===== src/rtl/core/mts_pkg.sv =====
// Shared types and constants for the magnetorquer axis select block.
package mts_pkg;

  // Register map, word index taken from paddr[3:2]
  localparam logic [1:0] REG_GAIN_X  = 2'd0;
  localparam logic [1:0] REG_GAIN_Y  = 2'd1;
  localparam logic [1:0] REG_GAIN_Z  = 2'd2;
  localparam logic [1:0] REG_DIVISOR = 2'd3;

  localparam logic [15:0] RST_GAIN_X  = 16'd100;
  localparam logic [15:0] RST_GAIN_Y  = 16'd100;
  localparam logic [15:0] RST_GAIN_Z  = 16'd200;
  localparam logic [15:0] RST_DIVISOR = 16'd1000;

  // Axis codes
  localparam logic [1:0] AXIS_X = 2'd0;
  localparam logic [1:0] AXIS_Y = 2'd1;
  localparam logic [1:0] AXIS_Z = 2'd2;

  // Field and datapath widths
  localparam int SAMPLE_W = 16;
  localparam int GAIN_W   = 16;
  localparam int OPA_W    = 33;             // cross term difference, signed
  localparam int OPB_W    = 17;             // sample or zero-extended gain, signed
  localparam int PROD_W   = OPA_W + OPB_W;
  localparam int TERM_W   = 32;             // one sample product
  localparam int MAG_W    = 48;             // score magnitude
  localparam int QUOT_W   = 7;              // unsaturated quotient magnitude

  localparam logic signed [7:0] POWER_MAX = 8'sd127;
  localparam logic signed [7:0] POWER_MIN = -8'sd128;

  typedef struct packed {
    logic [GAIN_W-1:0] gain_x;
    logic [GAIN_W-1:0] gain_y;
    logic [GAIN_W-1:0] gain_z;
    logic [GAIN_W-1:0] divisor;
  } cfg_t;

  typedef struct packed {
    logic                    en;
    logic signed [OPA_W-1:0] a;
    logic signed [OPB_W-1:0] b;
  } mul_req_t;

  typedef enum logic [2:0] {
    ST_IDLE,
    ST_MUL,
    ST_PICK,
    ST_DIV,
    ST_DONE
  } state_t;

  typedef enum logic [2:0] {
    PH_MUL_A,
    PH_MUL_B,
    PH_DIFF,
    PH_GAIN,
    PH_STORE
  } phase_t;

endpackage


===== src/rtl/core/magnetorquer_axis_select.sv =====
// Top level of the magnetorquer axis select block.
//
//   channel  direction  handshake              payload
//   s_*      in         s_tvalid / s_tready    s_tdata: mag x,y,z, rate x,y,z
//   m_*      out        m_tvalid / m_tready    m_tdata: axis, power; m_tuser: updated
//   p*       in         psel, penable, pready  gain_x, gain_y, gain_z, divisor
//
// After the input transfer the sequencer runs five phases per axis (three of them
// products) and one pick state, then no division when no axis wins, else a
// saturation check and up to seven restoring steps, and then loads the output
// register. s_tready rises together with m_tvalid, so a new input transfer is
// taken only once the previous item is finished.
// A waiting result does not block the next input transfer; a finished item
// holds in its completion state only while the output register is still full.
// Reset is synchronous; it restores the register defaults and axis x, power 0.
module magnetorquer_axis_select (
  input  logic        clk,
  input  logic        rst,
  input  logic        s_tvalid,
  output logic        s_tready,
  input  logic [95:0] s_tdata,   // mag_x, mag_y, mag_z, rate_x, rate_y, rate_z
  output logic        m_tvalid,
  input  logic        m_tready,
  output logic [15:0] m_tdata,   // drive_axis[1:0], drive_power[9:2], zero fill
  output logic [0:0]  m_tuser,   // updated
  input  logic        psel,
  input  logic        penable,
  input  logic        pwrite,
  input  logic [3:0]  paddr,
  input  logic [31:0] pwdata,
  output logic [31:0] prdata,
  output logic        pready
);
  import mts_pkg::*;

  cfg_t                    cfg;
  mul_req_t                mul_req;
  logic signed [PROD_W-1:0] prod;

  mts_regs u_regs (
    .clk     (clk),
    .rst     (rst),
    .psel    (psel),
    .penable (penable),
    .pwrite  (pwrite),
    .paddr   (paddr),
    .pwdata  (pwdata),
    .prdata  (prdata),
    .pready  (pready),
    .cfg     (cfg)
  );

  mts_mul u_mul (
    .clk  (clk),
    .req  (mul_req),
    .prod (prod)
  );

  mts_seq u_seq (
    .clk      (clk),
    .rst      (rst),
    .cfg      (cfg),
    .s_tvalid (s_tvalid),
    .s_tready (s_tready),
    .s_tdata  (s_tdata),
    .m_tvalid (m_tvalid),
    .m_tready (m_tready),
    .m_tdata  (m_tdata),
    .m_tuser  (m_tuser),
    .mul_req  (mul_req),
    .prod     (prod)
  );

endmodule


===== src/rtl/core/mts_regs.sv =====
// Configuration register file behind the APB-style port.
module mts_regs (
  input  logic               clk,
  input  logic               rst,
  input  logic               psel,
  input  logic               penable,
  input  logic               pwrite,
  input  logic [3:0]         paddr,
  input  logic [31:0]        pwdata,
  output logic [31:0]        prdata,
  output logic               pready,
  output mts_pkg::cfg_t      cfg
);
  import mts_pkg::*;

  logic       wr_en;
  logic [1:0] idx;

  assign pready = 1'b1;
  assign wr_en  = psel && penable && pwrite && pready;
  assign idx    = paddr[3:2];

  // Write a register on the access cycle
  always_ff @(posedge clk) begin
    if (rst) begin
      cfg.gain_x  <= RST_GAIN_X;
      cfg.gain_y  <= RST_GAIN_Y;
      cfg.gain_z  <= RST_GAIN_Z;
      cfg.divisor <= RST_DIVISOR;
    end else if (wr_en) begin
      unique case (idx)
        REG_GAIN_X:  cfg.gain_x  <= pwdata[GAIN_W-1:0];
        REG_GAIN_Y:  cfg.gain_y  <= pwdata[GAIN_W-1:0];
        REG_GAIN_Z:  cfg.gain_z  <= pwdata[GAIN_W-1:0];
        REG_DIVISOR: cfg.divisor <= pwdata[GAIN_W-1:0];
      endcase
    end
  end

  // Read back the addressed register
  always_comb begin
    unique case (idx)
      REG_GAIN_X:  prdata = 32'(cfg.gain_x);
      REG_GAIN_Y:  prdata = 32'(cfg.gain_y);
      REG_GAIN_Z:  prdata = 32'(cfg.gain_z);
      REG_DIVISOR: prdata = 32'(cfg.divisor);
    endcase
  end

endmodule


===== src/rtl/core/mts_mul.sv =====
// Shared signed multiplier with registered product.
module mts_mul (
  input  logic                                  clk,
  input  mts_pkg::mul_req_t                     req,
  output logic signed [mts_pkg::PROD_W-1:0]     prod
);
  import mts_pkg::*;

  logic signed [OPA_W-1:0] a;
  logic signed [OPB_W-1:0] b;

  assign a = req.a;
  assign b = req.b;

  // Capture the product when the sequencer issues an operation
  always_ff @(posedge clk) begin
    if (req.en) begin
      prod <= a * b;
    end
  end

endmodule


===== src/rtl/core/mts_seq.sv =====
// Sequencer and datapath: cross terms, gain scaling, axis pick and division.
module mts_seq (
  input  logic                                clk,
  input  logic                                rst,
  input  mts_pkg::cfg_t                       cfg,
  input  logic                                s_tvalid,
  output logic                                s_tready,
  input  logic [95:0]                         s_tdata,
  output logic                                m_tvalid,
  input  logic                                m_tready,
  output logic [15:0]                         m_tdata,
  output logic [0:0]                          m_tuser,
  output mts_pkg::mul_req_t                   mul_req,
  input  logic signed [mts_pkg::PROD_W-1:0]   prod
);
  import mts_pkg::*;

  state_t state, state_next;
  phase_t phase;
  logic [1:0] axis;

  logic signed [SAMPLE_W-1:0] mag [3];
  logic signed [SAMPLE_W-1:0] rate [3];

  logic signed [TERM_W-1:0] first;
  logic signed [OPA_W-1:0]  diff;
  logic [MAG_W-1:0]         score_mag [3];
  logic                     score_neg [3];

  logic              win_ok;
  logic [1:0]        win_axis;
  logic              win_neg;
  logic [MAG_W-1:0]  rem;
  logic [QUOT_W-1:0] quot;
  logic [2:0]        div_cnt;
  logic              sat;

  logic [1:0]        out_axis;
  logic signed [7:0] out_power;
  logic              out_updated;

  logic                       accept;
  logic                       out_free;
  logic signed [SAMPLE_W-1:0] op_m1, op_g1, op_m2, op_g2;
  logic [GAIN_W-1:0]          gain_sel;
  logic signed [TERM_W-1:0]   term;
  logic signed [MAG_W-1:0]    score;
  logic [MAG_W-1:0]           score_abs;
  logic                       w0, w1, w2;
  logic [MAG_W-1:0]           dshift;
  logic                       ge;
  logic signed [7:0]          power;

  assign s_tready = (state == ST_IDLE);
  assign accept   = s_tvalid && s_tready;
  assign out_free = !m_tvalid || m_tready;

  assign m_tdata = {6'd0, out_power, out_axis};
  assign m_tuser = out_updated;

  // Pick the two cross-term operand pairs for the current axis
  always_comb begin
    unique case (axis)
      AXIS_Y: begin
        op_m1 = mag[2]; op_g1 = rate[0]; op_m2 = mag[0]; op_g2 = rate[2];
        gain_sel = cfg.gain_y;
      end
      AXIS_Z: begin
        op_m1 = mag[0]; op_g1 = rate[1]; op_m2 = mag[1]; op_g2 = rate[0];
        gain_sel = cfg.gain_z;
      end
      default: begin
        op_m1 = mag[1]; op_g1 = rate[2]; op_m2 = mag[2]; op_g2 = rate[1];
        gain_sel = cfg.gain_x;
      end
    endcase
  end

  // Drive the shared multiplier
  always_comb begin
    mul_req.en = 1'b0;
    mul_req.a  = OPA_W'(op_m1);
    mul_req.b  = OPB_W'(op_g1);
    if (state == ST_MUL) begin
      unique case (phase)
        PH_MUL_A: begin
          mul_req.en = 1'b1;
        end
        PH_MUL_B: begin
          mul_req.en = 1'b1;
          mul_req.a  = OPA_W'(op_m2);
          mul_req.b  = OPB_W'(op_g2);
        end
        PH_GAIN: begin
          mul_req.en = 1'b1;
          mul_req.a  = diff;
          mul_req.b  = $signed({1'b0, gain_sel});
        end
        default: begin
          mul_req.en = 1'b0;
        end
      endcase
    end
  end

  // Score magnitude, strict winner and one division step
  assign term      = prod[TERM_W-1:0];
  assign score     = prod[MAG_W-1:0];
  assign score_abs = score[MAG_W-1] ? MAG_W'(-score) : MAG_W'(score);

  assign w0 = (score_mag[0] > score_mag[1]) && (score_mag[0] > score_mag[2]);
  assign w1 = (score_mag[1] > score_mag[0]) && (score_mag[1] > score_mag[2]);
  assign w2 = (score_mag[2] > score_mag[0]) && (score_mag[2] > score_mag[1]);

  assign dshift = MAG_W'(cfg.divisor) << div_cnt;
  assign ge     = (rem >= dshift);

  always_comb begin
    if (sat) begin
      power = win_neg ? POWER_MIN : POWER_MAX;
    end else if (win_neg) begin
      power = 8'sd0 - $signed({1'b0, quot});
    end else begin
      power = $signed({1'b0, quot});
    end
  end

  // State register
  always_ff @(posedge clk) begin
    if (rst) begin
      state <= ST_IDLE;
    end else begin
      state <= state_next;
    end
  end

  // Next state
  always_comb begin
    state_next = state;
    unique case (state)
      ST_IDLE: if (accept) state_next = ST_MUL;
      ST_MUL:  if (phase == PH_STORE && axis == AXIS_Z) state_next = ST_PICK;
      ST_PICK: state_next = (w0 || w1 || w2) ? ST_DIV : ST_DONE;
      ST_DIV: begin
        if ((div_cnt == 3'd7 && ge) || div_cnt == 3'd0) state_next = ST_DONE;
      end
      ST_DONE: if (out_free) state_next = ST_IDLE;
      default: state_next = ST_IDLE;
    endcase
  end

  // Sequencer counters
  always_ff @(posedge clk) begin
    if (rst) begin
      phase <= PH_MUL_A;
      axis  <= AXIS_X;
    end else if (state == ST_MUL) begin
      unique case (phase)
        PH_MUL_A: phase <= PH_MUL_B;
        PH_MUL_B: phase <= PH_DIFF;
        PH_DIFF:  phase <= PH_GAIN;
        PH_GAIN:  phase <= PH_STORE;
        PH_STORE: begin
          phase <= PH_MUL_A;
          axis  <= (axis == AXIS_Z) ? AXIS_X : axis + 2'd1;
        end
        default: phase <= PH_MUL_A;
      endcase
    end
  end

  // Datapath registers
  always_ff @(posedge clk) begin
    unique case (state)
      ST_IDLE: begin
        if (accept) begin
          mag[0]  <= s_tdata[15:0];
          mag[1]  <= s_tdata[31:16];
          mag[2]  <= s_tdata[47:32];
          rate[0] <= s_tdata[63:48];
          rate[1] <= s_tdata[79:64];
          rate[2] <= s_tdata[95:80];
        end
      end
      ST_MUL: begin
        if (phase == PH_MUL_B) first <= term;
        if (phase == PH_DIFF)  diff  <= OPA_W'(first) - OPA_W'(term);
        if (phase == PH_STORE) begin
          score_mag[axis] <= score_abs;
          score_neg[axis] <= score[MAG_W-1];
        end
      end
      ST_PICK: begin
        // Start the division at the saturation check
        quot    <= '0;
        sat     <= 1'b0;
        div_cnt <= 3'd7;
        win_ok  <= w0 || w1 || w2;
        priority if (w0) begin
          win_axis <= AXIS_X; rem <= score_mag[0]; win_neg <= score_neg[0];
        end else if (w1) begin
          win_axis <= AXIS_Y; rem <= score_mag[1]; win_neg <= score_neg[1];
        end else begin
          win_axis <= AXIS_Z; rem <= score_mag[2]; win_neg <= score_neg[2];
        end
      end
      ST_DIV: begin
        if (div_cnt == 3'd7) begin
          sat <= ge;
        end else if (ge) begin
          rem  <= rem - dshift;
          quot <= quot | (QUOT_W'(1) << div_cnt);
        end
        div_cnt <= div_cnt - 3'd1;
      end
      default: begin
      end
    endcase
  end

  // Output register; it also holds the last driven axis and power
  always_ff @(posedge clk) begin
    if (rst) begin
      m_tvalid    <= 1'b0;
      out_axis    <= AXIS_X;
      out_power   <= 8'sd0;
      out_updated <= 1'b0;
    end else begin
      if (state == ST_DONE && out_free) begin
        m_tvalid    <= 1'b1;
        out_updated <= win_ok;
        if (win_ok) begin
          out_axis  <= win_axis;
          out_power <= power;
        end
      end else if (m_tvalid && m_tready) begin
        m_tvalid <= 1'b0;
      end
    end
  end

  a_busy_after_accept: assert property (@(posedge clk) disable iff (rst)
    accept |=> !s_tready)
    else $error("input taken again while an item is in progress");

  a_result_from_done: assert property (@(posedge clk) disable iff (rst)
    $rose(m_tvalid) |-> $past(state) == ST_DONE)
    else $error("result raised outside the completion state");

  a_idle_counters: assert property (@(posedge clk) disable iff (rst)
    state == ST_IDLE |-> (axis == AXIS_X && phase == PH_MUL_A))
    else $error("sequencer counters not rewound at idle");

  a_div_bound: assert property (@(posedge clk) disable iff (rst)
    (state == ST_DIV && div_cnt != 3'd7)
      |-> rem < (MAG_W'(cfg.divisor) << (4'(div_cnt) + 4'd1)))
    else $error("remainder exceeds the division bound");

endmodule

===== config.mk =====
export PLATFORM = sky130hd
export DESIGN_NAME = magnetorquer_axis_select
export DESIGN_NICKNAME = d
export VERILOG_FILES = /design/src/rtl/core/mts_pkg.sv /design/src/rtl/core/magnetorquer_axis_select.sv /design/src/rtl/core/mts_regs.sv /design/src/rtl/core/mts_mul.sv /design/src/rtl/core/mts_seq.sv
export SDC_FILE = /design/constraint.sdc
export NUM_CORES = 2
export LEC_CHECK = 0
export ABC_AREA = 1
export BUFFER_PORTS_ARGS = -buffer_cell sky130_fd_sc_hd__buf_2
export CORE_UTILIZATION = 55
export DETAILED_ROUTE_END_ITERATION = 16
export GPL_TIMING_DRIVEN = 0
export HOLD_SLACK_MARGIN = 0.12
export PLACE_DENSITY_LB_ADDON = 0.25
export SLEW_MARGIN = 30
export SYNTH_ARGS = -nofsm -noshare
export SYNTH_HDL_FRONTEND = slang
export SYNTH_SLANG_ARGS = --single-unit

===== constraint.sdc =====
create_clock -name clk -period 15.4 [get_ports clk]
set_clock_uncertainty 0.1 [all_clocks]
set_input_delay 3.08 -clock clk [delete_from_list [all_inputs] [get_ports clk]]
set_output_delay 3.08 -clock clk [all_outputs]
set_load 0.1 [all_outputs]

# Yosys cells after proc, flatten, opt, wreduce, memory -nomap -nowiden
# Memories as Yosys holds them, arrays and structs flattened.
# Index checks and enable logic that the tools add are counted.
# word_totals
ff_bits	260
latch_bits	0
mem_bits_rw	243
mem_bits_ro	0
inputBits	139
out_inout_bits	52
word_cells	139
n_memories	4
# classes
addsub	6
multipliers	1
div	0
magnitude_cmp	7
n_eq_ne	21
shift	2
n_mux	43
n_bitwise	1
n_reduce_logical	33
# memory_table
memory	words	word_bits	rd	rd_clocked_by_memory_dff	wr	line_no	text
u_seq.score_mag	3	48	3	0	1	mts_seq.sv:27	logic [MAG_W-1:0] score_mag [3];
u_seq.mag	3	16	3	0	3	mts_seq.sv:22	logic signed [SAMPLE_W-1:0] mag [3];
u_seq.rate	3	16	3	0	3	mts_seq.sv:23	logic signed [SAMPLE_W-1:0] rate [3];
u_seq.score_neg	3	1	3	0	1	mts_seq.sv:28	logic score_neg [3];
# ops
operator	n
> comparator 48 bit	6
2-to-1 mux 48 bit	5
one-hot mux 16 bit (2 select lines)	5
one-hot mux 32 bit (4 select lines)	1
one-hot mux 50 bit (2 select lines)	1
one-hot mux 48 bit (2 select lines)	1
2-to-1 mux 51 bit	1
>= comparator 48 bit	1
multiplier 33 x 17 -> 48 bit	1
negator 48 bit	1
left shift 16 x 3 -> 48 bit	1
subtractor 48 bit	1
subtractor 32 x 32 -> 33 bit	1
2-to-1 mux 8 bit	3
AND reduction 2 bit	9
2-to-1 mux 3 bit	5
one-hot mux 3 bit (5 select lines)	1
2-to-1 mux 7 bit	2
one-hot mux 7 bit (2 select lines)	1
equality test 3 x 2 -> 1 bit, second input constant	4
2-to-1 mux 1 bit	12
one-hot mux 3 bit (4 select lines)	1
logical AND 1 bit	10
equality test 3 bit, second input constant	3
21 further kinds	37

# Depth between registers and ports, before layout
# An unclocked memory read counts as a cell.
# logic_depth
depth_word	7
depth_mapped	37
depth_no_buf	35

# By module
# From an unflattened synthesis, not the netlist that was laid out.
# hier_totals
hier_cells	6496
hier_area_um2	51842.2
# by_module_without_submodules
mod	instances	cells_each	area_per_inst_um2	seq_area_each_um2
mts_seq	1	3010	25907.3	11541.1
mts_mul	1	3018	22845.7	1501.4
mts_regs	1	468	3089.2	1281.2

# Worst setup path after synthesis
# OpenSTA, ideal clock, no wires.
# synth_timing
path_kind	input to output
start	input port paddr[3]
end	output port prdata[12]
arrival_ps	5831
required_ps	12220
slack_ps	6389
cell_stages	3
n_path_buf	0
cell_sequence	nor2_1 -> clkinv_1 -> o21ai_0
# synth_via
elab_chain_cells	2
word_cells_on_any_way	5
cone_classes	3 x eq/ne; 1 x mux; 1 x reduce/logical
# synth_rtl
item	line_no	text
start: declaration	magnetorquer_axis_select.sv:29	input logic [3:0] paddr,
equality test 2 bit (tied with other cells)	mts_regs.sv:42	unique case (idx)
one-hot mux 32 bit (4 select lines) *	mts_regs.sv:42	
end: declaration	magnetorquer_axis_select.sv:31	output logic [31:0] prdata,
# Mark *: on every way between the ends. The rest lies on a longest branch, timed or not. The select of a mux whose other input is x is not followed.

# Worst setup path after layout
# layout_timing
start	register u_seq.axis[0]
end	register u_mul.prod[38] (netlist name), data pin
# layout_via
elab_chain_cells	5
word_cells_on_any_way	10
cone_classes	1 x mul; 2 x eq/ne; 7 x mux
# layout_rtl
item	line_no	text
start: declaration	mts_seq.sv:20	logic [1:0] axis;
start signal: assignment	mts_seq.sv:165	axis <= (axis == AXIS_Z) ? AXIS_X : axis + 2'd1;
equality test 2 bit or equality test 2 x 1 -> 1 bit (tied branches)	mts_seq.sv:63	unique case (axis)
one-hot mux 16 bit (2 select lines)	mts_seq.sv:63	
one-hot mux 50 bit (2 select lines)	mts_seq.sv:85	unique case (phase)
2-to-1 mux 51 bit *	mts_seq.sv:84	if (state == ST_MUL) begin
multiplier 33 x 17 -> 48 bit *	mts_mul.sv:18	prod <= a * b;
end signal: assignment	mts_mul.sv:18	
end: declaration	mts_mul.sv:5	output logic signed [mts_pkg::PROD_W-1:0] prod
# Mark *: on every way between the ends. The rest lies on a longest branch, timed or not.
# A chain may end at the register's enable or synchronous reset.

==> summary.txt <==
GRT
  • Grt total ovfl: 0
  • Largest net degree at the start of global routing: 27
  • GR Util All Layers: 33.0%
  • Vias in the first global route: 41,400
  • First-pass GRT wire length: 231 mm
  • Initial antenna violation count: 7

Placement
  • Post-DP HPWL: 122 mm
  • Port Buffers: 148
  • Gpl congestion: 0.983

Setup path
  • Bufs and invs on worst path: 11
  • CP Max Fanout: 10
  • CP Class: reg -> reg
  • CP top delay family: adder cells
  • Crit path DAT: 9.51 ns
  • Worst path slowest cell: fa_1
  • Critical Path RT: 15.66 ns
  • R2r startpoint: u_seq.axis[0]
  • CP Launch Point: u_seq.axis[0]
  • Cell mode on critical path: inv_1
  • Max incr delay on CP: 0.60 ns
  • Startpoint types: register
  • Worst Setup End Kind: register

Clocking
  • CTS buffer count: 52
  • Worst-Skew Late Latency: 0.63 ns
  • Clock root cell: clkbuf_16
  • Clock Sinks: 503
  • Post-CTS setup buffers: 0
  • Clock tree buffer depth: 3
  • TritonCTS clock tree: done
  • CTS Hold Bufs: 0
  • Post-cts resize count: 0
  • H-Tree Depth: 2
  • Reg clk slew, reported paths: 0.06 ns

Cells and area
  • Multi-input logic area: 29,300 um2
  • # fillers: 7,811
  • Layout cell share with drive strength beyond 1: 7.65%
  • FF+latch area: 14,300 um2
  • Post-layout util: 60.7%
  • Nets: 7,129
  • Area grow syn2layout: 8.89%

Outcome
  • Status: finished with violations
  • Failing checks: DRC

Route
  • Final routed DRC violation total: 3
  • Wire per inst: 20.2 um
  • Via count: 41,200
  • Routed WL: 148 mm
  • Pre-Repair DR Iteration Count: 12
  • Final ANT Viol Nets: 0
  • Vias per inst: 5.60
  • Iteration-0 DRC count of the detailed router: 3,942

STA
  • Final setup viols: 0
  • Worst slew margin: 34.6%
  • Least-Margin Pin Slew: 0.981 ns
  • Slew Limit Fails: 0
  • Total negative slack: 0 ns
  • Crit path time final: 9.25 ns
  • Final Hold Viols: 0
  • Fin crit share: 60.1%
  • Fmax: 108 MHz
  • RSZ-0062 raised after global routing: no

Synth
  • Synth area leader: edfxtp_1
  • Sequential area share after synthesis: 28.8%
  • Synth Instances: 5,899
  • Ys flop type: edfxtp_1
  • Synth Register Bits: 503
  • Synth top area share: 25.4%
  • Synth Area in Simple Gates: 16.0%
  • Post-synthesis area per instance: 8.39 um2
  • Post-synthesis cell area: 49,500 um2
  • Area contributors post-synth: edfxtp_1 25%, fa_1 21%, inv_1 9.8%, nand2_1 9.5%, ha_1 8.2%
  • Largest family of logic cells by synthesized area: adder cells
  • Synth Area in Compound Gates: 10.6%
  • Distinct cell type count after synthesis: 62
  • Ys async rst share: 0%
  • Post-synth EDFFs: 419
  • Synth Area in Adders: 29.4%
  • Xor and xnor area share after synthesis: 2.78%
  • Synth warn: 0
  • Mux cell area share after synthesis: 0%

Hold path
  • Hold_sp: u_regs.cfg[23]
  • Min-Delay Path Class: reg -> reg

Floorplanning
  • Die H: 302 um
  • Core area: 88,800 um2
  • I/O Pins: 191
  • Initial core utilization: 55.7%
  • Area of the die: 91,200 um2
  • Die width: 302 um
  • Row cnt: 109

Job
  • Max_cap viols: 0
[flip-flops by register name, indices dropped and copies added (netlist names)]
register	flops
u_seq.score_mag	144
u_regs.cfg	64
u_mul.prod	48
u_seq.mag	48
u_seq.rate	48
u_seq.rem	48
u_seq.diff	33
u_seq.first	32
u_seq.out_power	8
u_seq.quot	7
u_seq.div_cnt	3
u_seq.phase	3
u_seq.score_neg	3
u_seq.state	3
u_seq.axis	2
u_seq.out_axis	2
u_seq.win_axis	2
u_seq.m_tuser	1
u_seq.m_tvalid	1
u_seq.sat	1
u_seq.win_neg	1
u_seq.win_ok	1
[final cells by class]
| cell class | count | area share [%] |
|---|---|---|
| Antenna cell | 4 | 0.0186 |
| Buffer | 219 | 2.30 |
| Clock buffer | 68 | 2.53 |
| Clock inverter | 26 | 0.420 |
| Inverter | 1298 | 9.04 |
| Multi-Input combinational cell | 3900 | 54.3 |
| Sequential cell | 503 | 26.5 |
| Tap cell | 1165 | 2.70 |
| Timing Repair Buffer | 167 | 2.21 |
[worst paths after layout]
| kind | to | slack [ns] | cells past startpoint |
|---|---|---|---|
| max | u_mul.prod[38] | 6.15 | 30 |
| min | u_regs.cfg[23] | 0.39 | 2 |
| max reg2reg | u_mul.prod[38] | 6.15 | 30 |
| min reg2reg | u_regs.cfg[23] | 0.39 | 2 |
[placed cells by master, fill, tap and decap left out, types with 13 or more instances in the layout]
| cell | count |
|---|---|
| a21o_1 | 23 |
| a21oi_1 | 316 |
| a221oi_1 | 36 |
| a31oi_1 | 36 |
| buf_16 | 14 |
| buf_2 | 232 |
| buf_4 | 61 |
| buf_6 | 14 |
| clkbuf_1 | 73 |
| clkbuf_16 | 52 |
| conb_1 | 23 |
| dfxtp_1 | 84 |
| edfxtp_1 | 419 |
| fa_1 | 524 |
| ha_1 | 325 |
| inv_1 | 1287 |
| nand2_1 | 1255 |
| nand3_1 | 111 |
| nand4_1 | 34 |
| nor2_1 | 480 |
| nor3_1 | 37 |
| o211ai_1 | 21 |
| o21a_1 | 13 |
| o21ai_0 | 302 |
| o21ai_1 | 16 |
| o21ai_2 | 21 |
| o22ai_1 | 20 |
| xnor2_1 | 50 |
| xor2_1 | 107 |
[layer usage]
layer	routed length [um]	global-route usage, %	share of wire, %
met5	0	0	0
met4	7680	14.9	5.2
met2	69000	54.5	47
met3	12500	5.02	8.4
met1	59100	43.1	40
[tightest hold or removal path, stage by stage, from the launching register on]
cell     delay (ns)
dfxtp_1        0.32
nand2_1        0.06
nand3_1        0.05
[cell families after synthesis]
family | count (synthesis)
simple gates | 1985
xor+xnor | 157
buf+inv | 1517
other cells | 2
flops | 503
fa+ha+maj | 849
compound gates | 886
[synth_stat cells, types with 7 or more instances]
cell type,n
a21o_1,23
a21oi_1,316
a221o_1,8
a221oi_1,36
a22o_1,9
a31oi_1,36
buf_2,84
buf_4,61
buf_6,11
clkbuf_1,57
dfxtp_1,84
edfxtp_1,419
fa_1,524
ha_1,325
inv_1,1287
inv_2,7
nand2_1,1255
nand2_2,7
nand3_1,111
nand3b_1,8
nand4_1,34
nor2_1,487
nor3_1,37
nor4_1,12
o2111ai_1,11
o211ai_1,21
o21a_1,13
o21ai_0,302
o21ai_1,17
o21ai_2,20
o21ai_4,10
o21bai_1,8
o22ai_1,20
or2_2,10
xnor2_1,50
xor2_1,107
[metrics by stage]
step	setup WS, ns	cells	area, um2	hold WS, ns
after floorplan	6.39	5920	49600	0.344
after global placement	6.05	7233	51800	0.373
after detailed placement	6.38	7252	52300	0.373
after CTS	6.35	7346	53900	0.387
after global routing	5.94	7350	53900	0.408
final	6.15	7350	53900	0.389
Power is left out: the tool's default activity adds up to more than one toggle a clock period on the data nets, which glitch-free logic cannot reach.
